$ cat src/hw/rtl/b64d_pkg.sv
// shared types, constants and the character classifier of the base64 stream decoder
package b64d_pkg;

    localparam int QDEPTH = 4;
    localparam int QPTR_W = $clog2(QDEPTH);
    localparam int QCNT_W = $clog2(QDEPTH + 1);

    localparam logic [7:0] CHAR_PAD        = 8'h3D;
    localparam logic [7:0] CHAR_MINUS      = 8'h2D;
    localparam logic [7:0] CHAR_PLUS       = 8'h2B;
    localparam logic [7:0] CHAR_UNDERSCORE = 8'h5F;
    localparam logic [7:0] CHAR_SLASH      = 8'h2F;
    localparam logic [7:0] CHAR_UPPER_A    = 8'h41;
    localparam logic [7:0] CHAR_UPPER_Z    = 8'h5A;
    localparam logic [7:0] CHAR_LOWER_A    = 8'h61;
    localparam logic [7:0] CHAR_LOWER_Z    = 8'h7A;
    localparam logic [7:0] CHAR_DIGIT_0    = 8'h30;
    localparam logic [7:0] CHAR_DIGIT_9    = 8'h39;

    localparam logic [5:0] SEXTET_LOWER_BASE = 6'd26;
    localparam logic [5:0] SEXTET_DIGIT_BASE = 6'd52;
    localparam logic [5:0] SEXTET_62         = 6'd62;
    localparam logic [5:0] SEXTET_63         = 6'd63;

    typedef struct packed {
        logic       valid;
        logic [5:0] value;
    } sextet_t;

    // one queue entry: the bytes that one character gives, plus the end flag
    typedef struct packed {
        logic [1:0]      nbytes;
        logic [2:0][7:0] bytes;
        logic            msg_end;
    } group_t;

    function automatic sextet_t sextet_of(input logic [7:0] c);
        sextet_t    s;
        logic [7:0] d;
        s = '{valid: 1'b1, value: 6'd0};
        d = 8'd0;
        if (c >= CHAR_UPPER_A && c <= CHAR_UPPER_Z)
        begin
            d = c - CHAR_UPPER_A;
            s.value = d[5:0];
        end
        else if (c >= CHAR_LOWER_A && c <= CHAR_LOWER_Z)
        begin
            d = c - CHAR_LOWER_A;
            s.value = d[5:0] + SEXTET_LOWER_BASE;
        end
        else if (c >= CHAR_DIGIT_0 && c <= CHAR_DIGIT_9)
        begin
            d = c - CHAR_DIGIT_0;
            s.value = d[5:0] + SEXTET_DIGIT_BASE;
        end
        else if (c == CHAR_MINUS || c == CHAR_PLUS)
        begin
            s.value = SEXTET_62;
        end
        else if (c == CHAR_UNDERSCORE || c == CHAR_SLASH)
        begin
            s.value = SEXTET_63;
        end
        else
        begin
            s.valid = 1'b0;
        end
        return s;
    endfunction

endpackage

$ cat src/hw/rtl/b64d_if.sv
// channel interfaces for the character input and the byte output
interface b64d_in_if;
    logic       valid;
    logic       ready;
    logic [7:0] text_char;
    logic       message_end;

    modport source (output valid, output text_char, output message_end, input ready);
    modport sink (input valid, input text_char, input message_end, output ready);
endinterface

interface b64d_out_if;
    logic       valid;
    logic       ready;
    logic [7:0] data_byte;
    logic       byte_valid;
    logic       run_last;
    logic       message_done;

    modport source (output valid, output data_byte, output byte_valid,
                    output run_last, output message_done, input ready);
    modport sink (input valid, input data_byte, input byte_valid,
                  input run_last, input message_done, output ready);
endinterface

$ cat src/hw/rtl/b64d_front.sv
// front end: accepts characters, keeps the sextet accumulator and builds byte groups
module b64d_front
    import b64d_pkg::*;
(
    input  logic   clk,
    input  logic   rst_n,
    input  logic   in_valid,
    input  logic   [7:0] in_char,
    input  logic   in_end,
    input  logic   q_full,
    output logic   in_ready,
    output logic   push,
    output group_t push_group
);

    logic [17:0] acc_reg, acc_next;
    logic [1:0]  cnt_reg, cnt_next;
    logic        pad_reg, pad_next;
    logic        accept;
    sextet_t     sx;

    assign in_ready = !q_full;
    assign accept   = in_valid && in_ready;
    assign sx       = sextet_of(in_char);

    always_comb
    begin
        acc_next   = acc_reg;
        cnt_next   = cnt_reg;
        pad_next   = pad_reg;
        push_group = '0;
        if (!pad_reg)
        begin
            if (in_char == CHAR_PAD)
            begin
                pad_next = 1'b1;
            end
            else if (sx.valid)
            begin
                if (cnt_reg == 2'd3)
                begin
                    push_group.nbytes = 2'd3;
                    push_group.bytes  = {{acc_reg[1:0], sx.value}, acc_reg[9:2], acc_reg[17:10]};
                    acc_next = '0;
                    cnt_next = 2'd0;
                end
                else
                begin
                    acc_next = {acc_reg[11:0], sx.value};
                    cnt_next = cnt_reg + 2'd1;
                end
            end
        end
        if (in_end)
        begin
            // flush a partial group; a full group just emitted leaves count at zero
            if (cnt_next == 2'd2)
            begin
                push_group.nbytes   = 2'd1;
                push_group.bytes[0] = acc_next[11:4];
            end
            else if (cnt_next == 2'd3)
            begin
                push_group.nbytes   = 2'd2;
                push_group.bytes[0] = acc_next[17:10];
                push_group.bytes[1] = acc_next[9:2];
            end
            push_group.msg_end = 1'b1;
            acc_next = '0;
            cnt_next = 2'd0;
            pad_next = 1'b0;
        end
    end

    assign push = accept && (push_group.nbytes != 2'd0 || in_end);

    always_ff @(posedge clk or negedge rst_n)
    begin
        if (!rst_n)
        begin
            acc_reg <= '0;
            cnt_reg <= 2'd0;
            pad_reg <= 1'b0;
        end
        else if (accept)
        begin
            acc_reg <= acc_next;
            cnt_reg <= cnt_next;
            pad_reg <= pad_next;
        end
    end

endmodule

$ cat src/hw/rtl/b64d_queue.sv
// short group queue between front and back end
module b64d_queue
    import b64d_pkg::*;
(
    input  logic   clk,
    input  logic   rst_n,
    input  logic   push,
    input  group_t push_group,
    input  logic   pop,
    output logic   full,
    output logic   empty,
    output group_t head
);

    group_t              mem_reg [QDEPTH];
    logic [QPTR_W-1:0]   wr_ptr_reg, rd_ptr_reg;
    logic [QCNT_W-1:0]   cnt_reg, cnt_next;
    logic                do_push, do_pop;

    assign full    = (cnt_reg == QCNT_W'(QDEPTH));
    assign empty   = (cnt_reg == '0);
    assign do_push = push && !full;
    assign do_pop  = pop && !empty;
    assign head    = mem_reg[rd_ptr_reg];

    always_comb
    begin
        cnt_next = cnt_reg;
        if (do_push && !do_pop)
        begin
            cnt_next = cnt_reg + QCNT_W'(1);
        end
        else if (do_pop && !do_push)
        begin
            cnt_next = cnt_reg - QCNT_W'(1);
        end
    end

    always_ff @(posedge clk)
    begin
        if (do_push)
        begin
            mem_reg[wr_ptr_reg] <= push_group;
        end
    end

    always_ff @(posedge clk or negedge rst_n)
    begin
        if (!rst_n)
        begin
            wr_ptr_reg <= '0;
            rd_ptr_reg <= '0;
            cnt_reg    <= '0;
        end
        else
        begin
            if (do_push)
            begin
                wr_ptr_reg <= wr_ptr_reg + QPTR_W'(1);
            end
            if (do_pop)
            begin
                rd_ptr_reg <= rd_ptr_reg + QPTR_W'(1);
            end
            cnt_reg <= cnt_next;
        end
    end

endmodule

$ cat src/hw/rtl/b64d_back.sv
// back end: walks the head group one byte per transaction
module b64d_back
    import b64d_pkg::*;
(
    input  logic   clk,
    input  logic   rst_n,
    input  logic   empty,
    input  group_t head,
    output logic   pop,
    output logic   out_valid,
    input  logic   out_ready,
    output logic   [7:0] out_byte,
    output logic   out_byte_valid,
    output logic   out_run_last,
    output logic   out_message_done
);

    logic [1:0] idx_reg, idx_next;
    logic [1:0] total;
    logic       last;
    logic       take;

    // an end group with no bytes still gives one empty marker
    assign total     = (head.nbytes == 2'd0) ? 2'd1 : head.nbytes;
    assign last      = (idx_reg == total - 2'd1);
    assign out_valid = !empty;
    assign take      = out_valid && out_ready;
    assign pop       = take && last;

    assign out_byte_valid   = (head.nbytes != 2'd0);
    assign out_run_last     = last;
    assign out_message_done = last && head.msg_end;

    always_comb
    begin
        case (idx_reg)
            2'd0:    out_byte = head.bytes[0];
            2'd1:    out_byte = head.bytes[1];
            2'd2:    out_byte = head.bytes[2];
            default: out_byte = 8'd0;
        endcase
        if (!out_byte_valid)
        begin
            out_byte = 8'd0;
        end
    end

    always_comb
    begin
        idx_next = idx_reg;
        if (take)
        begin
            idx_next = last ? 2'd0 : idx_reg + 2'd1;
        end
    end

    always_ff @(posedge clk or negedge rst_n)
    begin
        if (!rst_n)
        begin
            idx_reg <= 2'd0;
        end
        else
        begin
            idx_reg <= idx_next;
        end
    end

endmodule

$ cat src/hw/rtl/base64url_stream_decoder_unit.sv
// base64 stream decoder: one text character per transaction in, one byte per transaction out
//
// text channel: one character per transaction with a message end flag; both the url-safe
// and the standard alphabet decode, other characters are skipped, '=' mutes the rest of
// the message. data channel: one decoded byte per transaction, with run_last on the last
// byte that a character caused and message_done on the last one of a message; an end
// character with nothing to flush gives one empty transaction (byte_valid low).
// a character is taken every cycle while the four-entry group queue has room; a character
// that completes a group or ends a message shows its first byte on the data channel the
// cycle after it is taken (when the queue was empty). while the receiver is ready, the
// data side moves one byte per cycle, so four characters in (three bytes out) keep pace;
// the group queue sets how long a burst of group-completing characters can run ahead.
// when the receiver stalls, bytes wait in the queue and text ready drops once it is full.
// reset clears the accumulator, the pad flag, the queue and the byte index; nothing else
// needs clearing and the block takes characters right after reset.
module base64url_stream_decoder_unit
    import b64d_pkg::*;
(
    input  logic clk,
    input  logic rst_n,
    b64d_in_if.sink    text,
    b64d_out_if.source data
);

    logic   q_push, q_pop, q_full, q_empty;
    group_t q_in, q_head;

    b64d_front u_front (
        .clk        (clk),
        .rst_n      (rst_n),
        .in_valid   (text.valid),
        .in_char    (text.text_char),
        .in_end     (text.message_end),
        .q_full     (q_full),
        .in_ready   (text.ready),
        .push       (q_push),
        .push_group (q_in)
    );

    b64d_queue u_queue (
        .clk        (clk),
        .rst_n      (rst_n),
        .push       (q_push),
        .push_group (q_in),
        .pop        (q_pop),
        .full       (q_full),
        .empty      (q_empty),
        .head       (q_head)
    );

    b64d_back u_back (
        .clk              (clk),
        .rst_n            (rst_n),
        .empty            (q_empty),
        .head             (q_head),
        .pop              (q_pop),
        .out_valid        (data.valid),
        .out_ready        (data.ready),
        .out_byte         (data.data_byte),
        .out_byte_valid   (data.byte_valid),
        .out_run_last     (data.run_last),
        .out_message_done (data.message_done)
    );

`ifndef NO_ASSERTIONS
    // a group is never pushed into a full queue
    assert property (@(posedge clk) disable iff (!rst_n) !(q_push && q_full))
        else $error("group pushed into full queue");

    // a group is never popped from an empty queue
    assert property (@(posedge clk) disable iff (!rst_n) !(q_pop && q_empty))
        else $error("group popped from empty queue");

    // message end always closes the run of its character
    assert property (@(posedge clk) disable iff (!rst_n)
        (data.valid && data.message_done) |-> data.run_last)
        else $error("message_done without run_last");

    // an empty marker is a message end marker only
    assert property (@(posedge clk) disable iff (!rst_n)
        (data.valid && !data.byte_valid) |-> (data.message_done && data.data_byte == 8'd0))
        else $error("empty result outside message end");

    // a message end character always leaves a group behind
    assert property (@(posedge clk) disable iff (!rst_n)
        (text.valid && text.ready && text.message_end) |-> q_push)
        else $error("message end not queued");
`endif

endmodule
$ cat src/flat_wrapper.sv
// flat-port wrapper written by rule: the top's interface ports become plain ports
module base64url_stream_decoder_unit_flat import b64d_pkg::*;
  (clk, rst_n, text_valid, text_text_char, text_message_end, text_ready, data_valid, data_data_byte, data_byte_valid, data_run_last, data_message_done, data_ready);
  b64d_in_if text_i ();
  b64d_out_if data_i ();
  input  logic clk;
  input  logic rst_n;
  input wire logic [$bits(text_i.valid)-1:0] text_valid;
  input wire logic [$bits(text_i.text_char)-1:0] text_text_char;
  input wire logic [$bits(text_i.message_end)-1:0] text_message_end;
  output wire logic [$bits(text_i.ready)-1:0] text_ready;
  output wire logic [$bits(data_i.valid)-1:0] data_valid;
  output wire logic [$bits(data_i.data_byte)-1:0] data_data_byte;
  output wire logic [$bits(data_i.byte_valid)-1:0] data_byte_valid;
  output wire logic [$bits(data_i.run_last)-1:0] data_run_last;
  output wire logic [$bits(data_i.message_done)-1:0] data_message_done;
  input wire logic [$bits(data_i.ready)-1:0] data_ready;
  assign text_i.valid = text_valid;
  assign text_i.text_char = text_text_char;
  assign text_i.message_end = text_message_end;
  assign text_ready = text_i.ready;
  assign data_valid = data_i.valid;
  assign data_data_byte = data_i.data_byte;
  assign data_byte_valid = data_i.byte_valid;
  assign data_run_last = data_i.run_last;
  assign data_message_done = data_i.message_done;
  assign data_i.ready = data_ready;
  base64url_stream_decoder_unit u_core (.clk(clk), .rst_n(rst_n), .text(text_i), .data(data_i));
endmodule
$ cat config.mk
export PLATFORM = sky130hd
export DESIGN_NAME = base64url_stream_decoder_unit_flat
export DESIGN_NICKNAME = d
export VERILOG_FILES = /design/src/hw/rtl/b64d_pkg.sv /design/src/hw/rtl/b64d_if.sv /design/src/hw/rtl/b64d_front.sv /design/src/hw/rtl/b64d_queue.sv /design/src/hw/rtl/b64d_back.sv /design/src/hw/rtl/base64url_stream_decoder_unit.sv /design/src/flat_wrapper.sv
export SDC_FILE = /design/constraint.sdc
export NUM_CORES = 1
export LEC_CHECK = 0
export ABC_AREA = 1
export BUFFER_PORTS_ARGS = -buffer_cell sky130_fd_sc_hd__buf_2
export CAP_MARGIN = 20
export CORE_MARGIN = 3
export CORE_UTILIZATION = 50
export DETAILED_ROUTE_END_ITERATION = 6
export GPL_TIMING_DRIVEN = 0
export PLACE_DENSITY = 0.67
export SKIP_LAST_GASP = 1
export SLEW_MARGIN = 20
export SYNTH_ARGS = -nofsm -noshare
export SYNTH_HDL_FRONTEND = slang
export SYNTH_SLANG_ARGS = --single-unit
export TNS_END_PERCENT = 20
$ cat constraint.sdc
create_clock -name clk -period 2.9 [get_ports clk]
set_clock_uncertainty 0.15 [all_clocks]
set_input_delay 0.58 -clock clk [delete_from_list [all_inputs] [get_ports clk]]
set_output_delay 0.58 -clock clk [all_outputs]
set_load 0.005 [all_outputs]
==> results.yml, run 1 <==
status:
  status: "finished, violations left"
  failed_checks: "setup timing"
logic_synthesis:
  synth.distinct_cells: 34
  async_reset_ff_frac: 0.2174
  yosysSeqAreaShare: 0.5689
  synth_commonest_cells: "160 x nand2_1, 108 x edfxtp_1, 85 x nor2_1"
  synth_cells: 744
  netlist_area_um2: 7020
  synth_top_area_frac: 0.4619
  synthesis.nets: 778
  synth_edf_count: 108
  synth_area_leaders: "edfxtp_1 46%, dfrtp_1 11%, nand2_1 8.6%"
  yosysWarnings: 0
  syn_area_per_cell_um2: 9.436
  synth_largest_area_cell: "edfxtp_1"
  ys.flop_type: "edfxtp_1"
  synth.most_common_cell: "nand2_1"
  ys_ff_latch: 138
critical_path:
  endpoint_kind: "primary output"
  critPathLaunchType: "flop"
  critPathSlowestCell: "a21oi_2"
  crit_path_max_incr_delay_ps: 430
  required_ps: 2170
  path_class: "reg -> out"
  crit_arrival_ps: 2190
  crit_top_cell: "nand2_1"
  worstPathMaxFanout: 10
  worstPathCellList: "buf_4, inv_4, nand2_1, nand3_1, nand2_2, a21oi_2, nand2_1, inv_1, buf_2"
pwr:
  switching_power_uw: 2810
  p_sw_frac: 0.3748
  p_int_uw: 4688
  seq_power_share: 0.339
  clock_power_share: 0.287
  ir_drop_mv: 0.4288
  powerDensity_nw_per_um2: 908.5
  combPwrFrac: 0.374
  p_leak_uw: 0.003398
drt:
  vias: 5590
  wl_per_cell_um: 18.54
  drt_iter0_drc: 506
  vias_per_cell: 5.658
  wirelength_mm: 18.32
  detail-route-antenna-nets: 0
  first_pass_iters: 5
  drc_errors: 0
placed_design:
  dpl_cell_area_um2: 7466
  hpwl_mm: 12.56
  place.gp.congestion: 0.8797
  portBuffers: 22
  place_ws_ps: -819.7
  dp_cells: 946
floorplanning:
  core-area_um2: 13510
  die_area_um2: 15500
  die_w_um: 124.5
  rows: 42
  fp.dieH_um: 124.5
  initial_core_util: 0.5198
  ios: 26
timing:
  fmax_ghz: 0.3422
  max_slew_margin: 0.5142
  rsz0062_at_grt: "yes"
  setup_viol: 3
  min_period_ps: 2922
  worst_slack_ps: -22.07
  tightestPinTransition_ps: 728.7
  timing.final.crit_share: 1.008
  report.final.slew_viol_count: 0
  finalHoldViolations: 0
global_route:
  top_usage_layer: "met2"
  met3_usage: 0.05575
  use_met1: 0.3138
  antenna_found_initial: 0
  grt_pass1_vias: 5483
  overflow: 0
  gr-usage-all-layers: 0.2379
  met2_usage: 0.3919
  grt_pass1_wl_mm: 28.97
  grt_max_degree: 31
final_layout:
  area_growth_syn_to_layout_pct: 17.55
  largest_register_ff_count: 108
  drive_above_1_share: 0.1823
  final_area_um2: 8253
  antenna_cells: 0
  final_cells: 988
  finalNetCount: 833
clock_network:
  cts_max_level: 4
  cts_tree: "done"
  clk_latency_ps: 430
  clock_path_buffers: 2
  cts.sinks: 138
  cts_buffers: 17
  clk_pin_slew_ps: 60
  cts_root_buffer: "clkbuf_16"
  ctsHoldBuffers: 0
min_path:
  hold_path_class: "in -> async"
job:
  drv_cap: 0
path summary, 6_finish.rpt:
kind	end	slack, ps	depth (start not counted)	from
max	data_data_byte[5]	-20	9	u_core.u_queue.rd_ptr_reg[0]
min	u_core.u_queue.rd_ptr_reg[1]	70	1	rst_n
min in group clk	u_core.u_queue.mem_reg[0][0]	350	1	text_message_end
min reg2reg	u_core.u_front.acc_reg[17]	390	1	u_core.u_front.acc_reg[17]
max in group asynchronous	u_core.u_front.acc_reg[4]	2070	1	rst_n
max reg2reg	u_core.u_queue.cnt_reg[1]	40	15	u_core.u_queue.rd_ptr_reg[0]
layer usage:
layer / up-vias / part of all wire / wire, um
met1: 2719 / 0.43 / 7811
met4: 0 / 0.021 / 384
met3: 42 / 0.066 / 1205
met2: 178 / 0.49 / 8914
met5: - / 0 / 0
li1: 2651 / - / -
repair_timing:
action	CTS	global route
setup endpoints to repair	67	111
pin swaps	5	5
buffers inserted	7	3
gates resized for setup	36	19
cell type report:
cell class | instances | area, um^2
fill | 1080 | 5253
sequential | 138 | 3994
multi-input combinational | 497 | 2708
clock buffer | 17 | 425.4
inverter | 79 | 299.0
timing repair buffer | 36 | 282.8
tap | 176 | 220.2
buffer | 30 | 166.4
clock inverter | 15 | 157.7
kinds of logic after synthesis:
group	Yosys count	synth area share
simple gates	321	0.2007
compound gates	144	0.1160
flops	138	0.5689
buf+inv	109	0.06220
fa+ha+maj	21	0.03850
xor+xnor	11	0.01372
critical path: cells and delay by family, from the launching register on:
family,cells,cell delay (ps)
AND/OR/NAND/NOR,4,450
buffers and inverters,4,500
AO/OA/AOI/OAI,1,430
flip-flops,1,400
metrics by stage:
step                      hold WS [ps]  total power (uW)  setup TNS (ps)  utilization
after CTS                        84.18              7428               0       0.6052
after floorplan                  134.4              4181          -13280            -
final                            65.45              7498          -24.90       0.6111
after global placement           369.5              5007         -143000       0.5456
after detailed placement         378.2              5143          -80830       0.5528
after global routing             108.3              7898           -2960       0.6111
cells in the final DEF, fill, tap and decap left out, types with 13 or more instances in the layout:
cell | netlist | routed
inv_2 | 8 | 13
ha_1 | 20 | 18
buf_4 | 3 | 16
clkbuf_16 | 0 | 17
o22ai_1 | 41 | 38
nor2_1 | 85 | 80
nand2_1 | 160 | 154
dfrtp_1 | 30 | 30
o21ai_0 | 69 | 66
edfxtp_1 | 108 | 108
inv_1 | 71 | 65
buf_2 | 7 | 29
nand3_1 | 50 | 50
power groups by stage:
stage               logic, uW  clock network, uW  registers [uW]
floorplan                1650                  0            2530
global placement         2450                  0            2560
detailed placement       2580                  0            2570
CTS                      2730               2160            2530
global route             3090               2240            2570
finish                   2810               2150            2540
Note: power is estimated with default switching activity, not from simulation.
==> run 2, diff against run 1 <==
==> constraint.sdc (replaced) <==
create_clock -name clk -period 2.9 [get_ports clk]
set_clock_uncertainty 0.15 [all_clocks]
set_input_delay 0.58 -clock clk [delete_from_list [all_inputs] [get_ports clk]]
set_output_delay 0.58 -clock clk [all_outputs]
set_load 0.01 [all_outputs]
==> results.yml, run 2 (same netlist as run 1, synthesis figures left out) <==
critical_path:
  crit_arrival_ps: 3020
  critPathLaunchType: "primary input"
  worstPathMaxFanout: 8
  path_class: "in -> reg"
  critPathBufInv: 5
  endpoint_kind: "flop"
  crit_path_max_incr_delay_ps: 380
  worstPathCellList: "buf_2, ha_1, inv_1, nand2_1, nand2_1, inv_1, nand2_1, nand3_4, nand3_4, nand3_4, nor2_4, o21ai_4, inv_2, ha_1, inv_1, fa_1, a21oi_1, o21ai_0, xor2_1"
  required_ps: 3050
  crit_family: "adder cells"
  critPathSlowestCell: "fa_1"
pwr:
  seq_power_share: 0.329
  switching_power_uw: 2915
  p_leak_uw: 0.003450
  clock_power_share: 0.278
  ir_drop_mv: 0.4429
  p_sw_frac: 0.3779
  combPwrFrac: 0.393
  powerDensity_nw_per_um2: 925.7
  p_int_uw: 4800
clock_network:
  clock_path_buffers: 2
  clk_pin_slew_ps: 60
  cts_max_level: 4
  cts_tree: "done"
  cts.sinks: 138
  cts_root_buffer: "clkbuf_16"
  cts_buffers: 17
  clk_latency_ps: 430
floorplanning:
  ios: 26
  die_w_um: 124.5
  fp.dieH_um: 124.5
  initial_core_util: 0.5198
  die_area_um2: 15500
  core-area_um2: 13510
  rows: 42
drt:
  vias_per_cell: 5.666
  drt_iter0_drc: 600
  detail-route-antenna-nets: 0
  first_pass_iters: 5
  vias: 5638
  drc_errors: 0
  wl_per_cell_um: 18.58
  wirelength_mm: 18.49
timing:
  rsz0062_at_grt: "yes"
  timing.final.crit_share: 0.9907
  worst_slack_ps: 26.90
  setup_viol: 0
  finalHoldViolations: 0
  max_slew_margin: 0.4931
  setup-tns-final_ps: 0
  min_period_ps: 2873
  tightestPinTransition_ps: 760.3
  fmax_ghz: 0.3481
  report.final.slew_viol_count: 0
global_route:
  grt_max_degree: 31
  grt_pass1_vias: 5486
  antenna_found_initial: 0
  grt_pass1_wl_mm: 29.00
  overflow: 0
  gr-usage-all-layers: 0.2381
placed_design:
  place_ws_ps: -819.7
  place.gp.congestion: 0.8797
  hpwl_mm: 12.56
  portBuffers: 22
final_layout:
  antenna_cells: 0
  mostFrequentLayoutCells: "157 x nand2_1, 108 x edfxtp_1, 81 x nor2_1"
  final_util: 0.6171
  final_common_cell: "nand2_1"
  finalNetCount: 840
  area_growth_syn_to_layout_pct: 18.71
  largest_register_ff_count: 108
  drive_above_1_share: 0.1856
job:
  drv_cap: 0
min_path:
  hold_path_class: "in -> async"
status:
  status: "finished, final reports clean"
-- run 2: cell count changes in the layout (fill, tap and decap cells not counted), moves of 3 or more --
| cell | previous run | this run |
|---|---|---|
| buf_2 | 29 | 26 |
| buf_4 | 16 | 27 |
| nand2_1 | 154 | 157 |
| nand2_2 | 10 | 6 |
-- run 2: worst paths after layout --
path	slack (ps)	depth (start not counted)	end	startpoint
max	30	19	u_core.u_queue.cnt_reg[2]	text_text_char[3]
min	70	1	u_core.u_back.idx_reg[1]	rst_n
max reg2reg	50	15	u_core.u_queue.cnt_reg[2]	u_core.u_queue.rd_ptr_reg[0]
min reg2reg	390	1	u_core.u_front.acc_reg[14]	u_core.u_front.acc_reg[14]
max in group asynchronous	2040	1	u_core.u_front.acc_reg[1]	rst_n
min in group clk	350	1	u_core.u_queue.mem_reg[1][0]	text_message_end
-- run 2: repair_timing --
action                     in CTS  in global routing
buffers inserted                7                 10
setup endpoints to repair      67                111
hold endpoints to repair        0                  0
gates resized for setup        40                 26
hold buffers                    0                  0
pin swaps                       6                  5
-- run 2: power groups by stage --
stage / combinational (uW) / clock, uW / sequential [uW]
6_report: 3030 / 2150 / 2540
3_3_place_gp: 2520 / 0 / 2560
4_1_cts: 2830 / 2160 / 2530
5_1_grt: 3310 / 2240 / 2570
2_1_floorplan: 1710 / 0 / 2530
3_5_place_dp: 2650 / 0 / 2570
-- run 2: metrics by stage --
| stage | cell area (um^2) | hold WS [ps] | cells | total power (uW) |
|---|---|---|---|---|
| floorplan | 7038 | 134.4 | 744 | 4249 |
| global placement | 7368 | 369.5 | 942 | 5078 |
| detailed placement | 7466 | 378.2 | 946 | 5214 |
| CTS | 8192 | 84.18 | 985 | 7522 |
| global route | 8334 | 108.3 | 995 | 8115 |
| finish | 8334 | 69.89 | 995 | 7715 |
-- run 2: cell type report --
type | instances | area [um^2]
clock buffer | 17 | 425.4
multi-input combinational | 497 | 2715
tap | 176 | 220.2
buffer | 30 | 182.7
sequential | 138 | 3994
clock inverter | 15 | 157.7
fill | 1060 | 5171
timing repair buffer | 43 | 335.3
inverter | 79 | 304.0
-- run 2: metal layers --
metal,vias to the layer above,GRT usage,share of wire,wire (um)
met2,186,0.3925,0.49,8997
li1,2660,-,-,-
met4,0,0.07415,0.021,395
met1,2751,0.3126,0.42,7826
met5,-,0,0,0
met3,41,0.05746,0.069,1268
-- run 2: worst register-to-register path, cell delays in order (launching register included) --
cell     delay (ps)
dfrtp_1         390
buf_6           170
inv_8            50
nand2_1          70
nand3_2         100
buf_4           160
a31oi_1         190
nor2_1          100
buf_4           160
nand2_1         150
ha_1            180
inv_1            70
fa_1            380
a21oi_1         140
o21ai_0         110
xor2_1          160
==> run 3, diff against run 2 <==
- PLACE_DENSITY: 0.67 -> not set
- PLACE_DENSITY_LB_ADDON: not set -> 0.05
- TNS_END_PERCENT: 20 -> not set
==> results.yml, run 3 (same netlist as run 1, synthesis figures left out) <==
final_layout:
  finalNetCount: 841
  mostFrequentLayoutCells: "154 x nand2_1, 108 x edfxtp_1, 81 x nor2_1"
  drive_above_1_share: 0.1951
  multi_input_area_um2: 2779
  final_common_cell: "nand2_1"
  antenna_cells: 0
  fillCellCount: 1136
  largest_register_ff_count: 108
  final_util: 0.6208
  seq_area_um2: 3994
  area_growth_syn_to_layout_pct: 19.43
critical_path:
  endpoint_kind: "flop"
  crit_top_cell: "inv_2"
  critPathLaunchType: "primary input"
  crit_arrival_ps: 2970
  critPathSlowestCell: "fa_2"
  path_class: "in -> reg"
  required_ps: 3050
  crit_path_max_incr_delay_ps: 360
  worstPathCellList: "clkbuf_4, inv_2, ha_1, nand2_1, nand2_2, nand2_1, nand3_1, nand2_2, nand3_4, nand3_4, nor2_4, o21ai_4, inv_2, ha_4, inv_2, fa_2, a21oi_2, o21ai_1, xor2_1"
  worstPathMaxFanout: 8
clock_network:
  clk_latency_ps: 420
  cts_buffers: 17
  ctsHoldBuffers: 0
  cts_root_buffer: "clkbuf_16"
  cts_tree: "done"
  clk_pin_slew_ps: 50
  clock_path_buffers: 2
  cts.sinks: 138
  cts_max_level: 4
drt:
  first_pass_iters: 6
  detail-route-antenna-nets: 0
  wirelength_mm: 18.50
  drc_errors: 0
  vias: 5602
  drt_iter0_drc: 489
  wl_per_cell_um: 18.57
  vias_per_cell: 5.624
floorplanning:
  initial_core_util: 0.5198
  fp.dieH_um: 124.5
  die_area_um2: 15500
  ios: 26
  rows: 42
  die_w_um: 124.5
  core-area_um2: 13510
timing:
  min_period_ps: 2820
  worst_slack_ps: 79.67
  setup_viol: 0
  fmax_ghz: 0.3546
  report.final.slew_viol_count: 0
  timing.final.crit_share: 0.9725
  finalHoldViolations: 0
  tightestPinTransition_ps: 786.4
  max_slew_margin: 0.4757
  rsz0062_at_grt: "yes"
  setup-tns-final_ps: 0
global_route:
  grt_max_degree: 31
  antenna_found_initial: 0
  overflow: 0
  grt_pass1_vias: 5359
  gr-usage-all-layers: 0.2411
  grt_pass1_wl_mm: 29.16
pwr:
  ir_drop_mv: 0.4786
  p_total_uw: 7533
  powerDensity_nw_per_um2: 898.4
  p_leak_uw: 0.003446
placed_design:
  hpwl_mm: 12.51
  portBuffers: 22
  place.gp.congestion: 0.8911
  place_ws_ps: -597.8
status:
  status: "finished, final reports clean"
min_path:
  hold_path_class: "in -> async"
job:
  drv_cap: 0
-- run 3: changes by cell type in the layout (fill, tap and decap cells not counted), sizes merged --
cell,delta
bufinv,-2
clkinv,-5
clkinvlp,-2
inv,-1
clkbuf,+17
buf,-6
-- run 3: metal layers --
layer | track usage | wire (um)
met5 | 0 | 0
met2 | 0.3861 | 8995
met3 | 0.04417 | 1203
met1 | 0.3332 | 7986
met4 | 0.08124 | 309
-- run 3: cell type report --
type | instances | area share
flip-flops and latches | 138 | 0.4763
multi-input cells | 497 | 0.3314
clock buffers | 27 | 0.05641
repair buffers | 44 | 0.04537
inverters | 79 | 0.03671
well taps | 176 | 0.02626
plain buffers | 30 | 0.02164
clock inverters | 5 | 0.005820
-- run 3: per-stage QoR --
stage	hold slack [ps]	std cells	instance area [um^2]
6_report	74.47	996	8384
5_1_grt	119.2	996	8384
4_1_cts	96.18	984	8159
3_5_place_dp	370.5	946	7533
3_3_place_gp	368.5	942	7411
2_1_floorplan	134.4	744	7081
-- run 3: worst paths after layout --
kind | start | to | slack [ps] | cells after the start
max in group asynchronous | rst_n | u_core.u_front.acc_reg[15] | 2000 | 1
worst max-delay path | text_text_char[2] | u_core.u_queue.cnt_reg[2] | 80 | 19
min in group clk | text_message_end | u_core.u_queue.mem_reg[3][0] | 340 | 1
worst max register to register | u_core.u_queue.rd_ptr_reg[0] | u_core.u_queue.cnt_reg[1] | 190 | 15
worst min-delay path | rst_n | u_core.u_back.idx_reg[0] | 70 | 1
worst min register to register | u_core.u_front.acc_reg[16] | u_core.u_front.acc_reg[16] | 380 | 1
-- run 3: worst max-delay path, delay by kind of cell --
| kind | cells | cell delay [ps] |
|---|---|---|
| and+or+nand+nor | 8 | 800 |
| adders and majority gates | 3 | 680 |
| buffers and inverters | 4 | 450 |
| AOI/OAI and AO/OA | 3 | 300 |
| xor gates and xnor gates | 1 | 140 |
-- run 3: power by group --
group	switching, uW	internal [uW]
clock	755	1190
combinational	1970	1080
sequential	122	2410
-- run 3: repair_timing --
| item | in CTS | in global routing |
|---|---|---|
| setup endpoints to repair | 40 | 130 |
| resized for setup | 26 | 37 |
| pin swaps | 4 | 9 |
| setup buffers | 6 | 11 |
| cloned | 0 | 1 |
